$ cat src/hdl/fvgc_pkg.sv
package fvgc_pkg;

    localparam int COORD_WIDTH     = 16;
    localparam int NORMAL_WIDTH    = 16;
    localparam int OFFSET_WIDTH    = 16;
    localparam int Q_SHIFT         = 14;
    localparam int PROD_WIDTH      = NORMAL_WIDTH + COORD_WIDTH;
    localparam int DIST_WIDTH      = 36;
    localparam int NUM_PLANES      = 6;
    localparam int CFG_INDEX_WIDTH = 3;
    localparam int CFG_DATA_WIDTH  = 64;

    localparam logic [NUM_PLANES-1:0] ALL_PLANES = {NUM_PLANES{1'b1}};

    localparam logic [CFG_INDEX_WIDTH-1:0] PLANE_FRONT  = 3'd0;
    localparam logic [CFG_INDEX_WIDTH-1:0] PLANE_BACK   = 3'd1;
    localparam logic [CFG_INDEX_WIDTH-1:0] PLANE_TOP    = 3'd2;
    localparam logic [CFG_INDEX_WIDTH-1:0] PLANE_BOTTOM = 3'd3;
    localparam logic [CFG_INDEX_WIDTH-1:0] PLANE_LEFT   = 3'd4;
    localparam logic [CFG_INDEX_WIDTH-1:0] PLANE_RIGHT  = 3'd5;

    typedef struct packed {
        logic signed [OFFSET_WIDTH-1:0] d;
        logic signed [NORMAL_WIDTH-1:0] nz;
        logic signed [NORMAL_WIDTH-1:0] ny;
        logic signed [NORMAL_WIDTH-1:0] nx;
    } plane_t;

    typedef struct packed {
        logic signed [COORD_WIDTH-1:0] vertex_x;
        logic signed [COORD_WIDTH-1:0] vertex_y;
        logic signed [COORD_WIDTH-1:0] vertex_z;
        logic                          last_vertex;
    } vertex_t;

    typedef struct packed {
        logic                  visible;
        logic [NUM_PLANES-1:0] outside_mask;
    } result_t;

endpackage

$ cat src/hdl/fvgc_plane_regs.sv
module fvgc_plane_regs (
    input  logic                                         clk,
    input  logic                                         rst_n,
    input  logic                                         cfg_write,
    input  logic [fvgc_pkg::CFG_INDEX_WIDTH-1:0]         cfg_index,
    input  logic [fvgc_pkg::CFG_DATA_WIDTH-1:0]          cfg_data,
    output fvgc_pkg::plane_t [fvgc_pkg::NUM_PLANES-1:0]  planes
);

    fvgc_pkg::plane_t [fvgc_pkg::NUM_PLANES-1:0] planes_reg;
    fvgc_pkg::plane_t [fvgc_pkg::NUM_PLANES-1:0] planes_next;

    always_comb
    begin
        planes_next = planes_reg;
        if (cfg_write)
        begin
            case (cfg_index)
                fvgc_pkg::PLANE_FRONT:  planes_next[0] = cfg_data;
                fvgc_pkg::PLANE_BACK:   planes_next[1] = cfg_data;
                fvgc_pkg::PLANE_TOP:    planes_next[2] = cfg_data;
                fvgc_pkg::PLANE_BOTTOM: planes_next[3] = cfg_data;
                fvgc_pkg::PLANE_LEFT:   planes_next[4] = cfg_data;
                fvgc_pkg::PLANE_RIGHT:  planes_next[5] = cfg_data;
                default:                planes_next = planes_reg;
            endcase
        end
    end

    always_ff @(posedge clk or negedge rst_n)
    begin
        if (!rst_n)
        begin
            planes_reg <= '0;
        end
        else
        begin
            planes_reg <= planes_next;
        end
    end

    assign planes = planes_reg;

endmodule

$ cat config.mk
export PLATFORM = sky130hd
export DESIGN_NAME = fvgc_plane_regs
export DESIGN_NICKNAME = d
export VERILOG_FILES = /design/src/hdl/fvgc_pkg.sv /design/src/hdl/fvgc_plane_regs.sv
export SDC_FILE = /design/constraint.sdc
export NUM_CORES = 1
export LEC_CHECK = 0
export BUFFER_PORTS_ARGS = -buffer_cell sky130_fd_sc_hd__buf_2
export CORE_UTILIZATION = 47
export DETAILED_ROUTE_END_ITERATION = 8
export PLACE_DENSITY = 0.78
export REMOVE_ABC_BUFFERS = 1
export SETUP_SLACK_MARGIN = 0.02
export SYNTH_ARGS = -nofsm -noshare
export SYNTH_HDL_FRONTEND = slang
export SYNTH_SLANG_ARGS = --single-unit
$ cat constraint.sdc
create_clock -name clk -period 0.8 [get_ports clk]
set_clock_uncertainty 0.1 [all_clocks]
set_input_delay 0.08 -clock clk [delete_from_list [all_inputs] [get_ports clk]]
set_output_delay 0.08 -clock clk [all_outputs]
set_load 0.02 [all_outputs]
==> Flow_metrics.wiki <==
{| class="wikitable"
! Metric !! Value
|-
| Period utilisation layout || 179%
|-
| Layout net count || 1,791
|-
| Synth top area cells || dfrtp_1, mux2_4, mux2_2
|-
| Worst min-delay path category || in -> async
|-
| Number of max-slew violations in the final report || 0
|-
| Critical-path cell list || buf_6, buf_6
|-
| First-pass iteration count of the detailed router || 5
|-
| RSZ-0062 raised after global routing || yes
|-
| Switching power || 26,900 uW
|-
| Average cell area after synthesis || 18.8 um^2
|-
| Cell Pwr Density || 3020 mW/mm^2
|-
| Synthesized cell area || 0.0153 mm^2
|-
| Post-synth EDFFs || 0
|-
| Post-synthesis instance total || 816
|-
| Number of synthesis warnings || 0
|-
| Number of register bits inferred by synthesis || about 380
|-
| Via count of the first global-routing pass || 12,600
|-
| Most used cell along the critical path || buf_6
|-
| Most instantiated library cell after synthesis || dfrtp_1
|-
| Antenna-violating nets left || 0
|-
| CP startpoint kind || flip-flop
|-
| CTS buffer count || 41
|-
| Routed WL per cell || approximately 31 um
|-
| Initial cell density of the core || between 40% and 50%
|-
| Crit path capture type || primary output
|-
| Highest net fanout along the worst path || 2
|-
| Count of non-filler cells in the finished layout || ~2,200
|-
| Endpoint arrival time on the critical path || 1.25 ns
|-
| Total routed wirelength || about 69,000 um
|-
| Violated checks || setup timing
|-
| Critical-path cell with the highest stage delay || dfrtp_1
|-
| Share of power burned in combinational logic || 39.6%
|-
| Count of unique library cells instantiated by Yosys || 10
|-
| Fraction of final layout cells with drive strength greater than 1 || 74.0%
|-
| Timing-limited maximum frequency || about 700 MHz
|-
| Full die area || approximately 0.033 mm^2
|-
| Clock transition at path regs || 0.07 ns
|-
| Synthesis-to-layout area growth || 79.3%
|-
| H-tree depth || 2
|-
| Flop pwr share || 34.1%
|-
| Start of the worst register-to-register path || planes[62]
|-
| Worst slew margin relative to its limit || 40.7%
|-
| Maximum count of clock buffers along a single path || 3
|-
| Final hold violation count || 0
|-
| Switching part of the total || 32.4%
|-
| DP Cell Count || 1,780
|-
| Final worst setup slack || -0.629 ns
|-
| Maximum ir drop on the vdd rail || 2700 uV
|-
| Asr flop ratio synth || 100%
|-
| Antenna violations before repair || 1
|-
| Clock Sinks || about 380
|-
| Finished Cell Area || 0.0275 mm^2
|-
| Worst hold slack after final layout || 0.0878 ns
|-
| Clock latency on the worst-skew pair || 0.53 ns
|-
| Largest net degree at the start of global routing || 53
|-
| Number of rows created at floorplan || 65
|-
| Min Tclk post-route || 1.43 ns
|-
| HPWL reported at the end of detailed placement || 26,900 um
|-
| Transition time at the pin with the least slew margin || 0.886 ns
|-
| Clock group share of total power || about a quarter
|-
| Critical Path Start || planes[296]
|-
| Total number of vias || 12,200
|-
| Width of the die || 183 um
|-
| Number of fillers in the final layout || 1,146
|-
| I/O pin cnt || between 400 and 500
|-
| Commonest cells in the netlist || dfrtp_1, mux2_2, mux2_4
|-
| Placed inst area || roughly 0.019 mm^2
|-
| Sequential-to-total area share from yosys stat || 62.6%
|-
| Drt initial violations || 771
|-
| Worst path max stage delay || roughly 0.44 ns
|-
| Final weighted congestion in routability-driven placement || 0.794
|-
| Vias per cell || 5.57
|-
| Share of the synthesized area in the top cell type || between 60% and 70%
|-
| Flip-flop cell with the highest count after synthesis || dfrtp_1
|-
| Leading area contributor after synthesis || dfrtp_1
|-
| Kind of critical path || reg -> out
|-
| Residual DRC count || 0
|-
| Clock tree root buffer cell || clkbuf_16
|-
| Total congestion overflow after global routing || 0
|-
| Leak || 0.0136 uW
|-
| Result of the run || complete, but fails checks
|-
| Internal power consumption || 56,100 uW
|-
| Worst EP required || 0.62 ns
|-
| Die Ht || 183 um
|-
| First-pass GRT wire length || a little under 80,000 um
|-
| Clock tree from TritonCTS || done
|-
| Final setup violation count || 1,152
|-
| Number of flip-flops under the largest register name || 384
|-
| CORE AREA || 0.0318 mm^2
|-
| Number of buffer cells added on primary ports || between 400 and 500
|-
| Number of max-cap violations || 0
|-
| Total negative slack for setup checks || -402.69 ns
|-
| Overall routing resource usage || 31.3%
|}
## cells in the final DEF, fill, tap and decap left out
cell type	count
and4bb_4	3
buf_12	25
buf_16	7
buf_2	65
buf_4	64
buf_6	644
buf_8	13
bufinv_16	8
clkbuf_1	6
clkbuf_16	64
clkbuf_8	5
clkinv_2	9
clkinv_4	1
clkinvlp_4	1
dfrtp_1	383
dfrtp_2	1
diode_2	1
dlygate4sd3_1	65
inv_6	2
inv_8	1
mux2_2	32
mux2_4	352
nand4b_1	2
nor4b_4	1
## power by group through the flow
| stage | Sequential (uW) | Clock (uW) | Combinational, uW |
|---|---|---|---|
| floorplan | 31500 | 0 | 5280 |
| global placement | 26100 | 0 | 18200 |
| detailed placement | 26300 | 0 | 18600 |
| CTS | 26800 | 21100 | 26200 |
| global route | 28600 | 22600 | 33700 |
| finish | 28300 | 21800 | 32900 |
## layout make-up
| cell class | count | area, um^2 | share of cell area, % |
|---|---|---|---|
| Antenna cell | 1 | 2.50 | 0.00910 |
| Clock buffer | 54 | 1170 | 4.24 |
| Clock inverter | 22 | 330 | 1.20 |
| Multi-Input combinational cell | 390 | 5740 | 20.8 |
| Sequential cell | 384 | 9610 | 34.9 |
| Tap cell | 435 | 544 | 1.98 |
| Timing Repair Buffer | 904 | 10100 | 36.8 |
## kinds of logic (layout without fill, tap and decap cells)
kind of cell           Yosys count  after routing  share of synthesized area (%)
DFF                            384            384                           62.6
other                            0              1                              0
buffers and inverters           42            980                           4.08
muxes                          384            384                           32.8
and+or+nand+nor                  6              6                          0.457
## path summary, 6_finish.rpt
path / end / slack, ns / depth (start not counted)
setup / recovery: planes[296] / -0.63 / 2
hold / removal: planes[34] / 0.09 / 2
setup reg to reg: planes[62] / -0.36 / 3
hold reg to reg: planes[320] / 0.44 / 1
max in group asynchronous: planes[64] / -0.41 / 4
min in group clk: planes[15] / 0.11 / 5
## routing by layer
layer / GRT usage, % / vias up / wire length (um)
met1: 34.1 / 6296 / 23400
li1: - / 4703 / -
met4: 18.0 / 0 / 6190
met3: 7.46 / 366 / 5320
met5: 0 / - / 0
met2: 55.6 / 835 / 33900
## metrics by stage
step,setup WS (ns),utilization [%],power [uW]
global route,-0.650,86.5,84800
global placement,-0.707,58.9,44300
floorplan,-3.97,-,36800
CTS,-0.584,76.3,74200
detailed placement,-0.754,58.9,44900
finish,-0.629,86.5,83000
## critical path: cells and delay by family (launching register included)
kind | cells | cell delay, ns
buffers and inverters | 2 | 0.26
DFF | 1 | 0.44
## timing repair
| item | in CTS | in global routing |
|---|---|---|
| endpoints found under the hold margin | 768 | 384 |
| endpoints found under the setup margin | 768 | 1152 |
| resized for setup | 724 | 512 |
| pin swaps | 0 | 4 |
| hold buffers | 65 | 1 |
| setup buffers | 143 | 152 |
| cloned | 0 | 27 |
(Power assumes the default switching activity.)
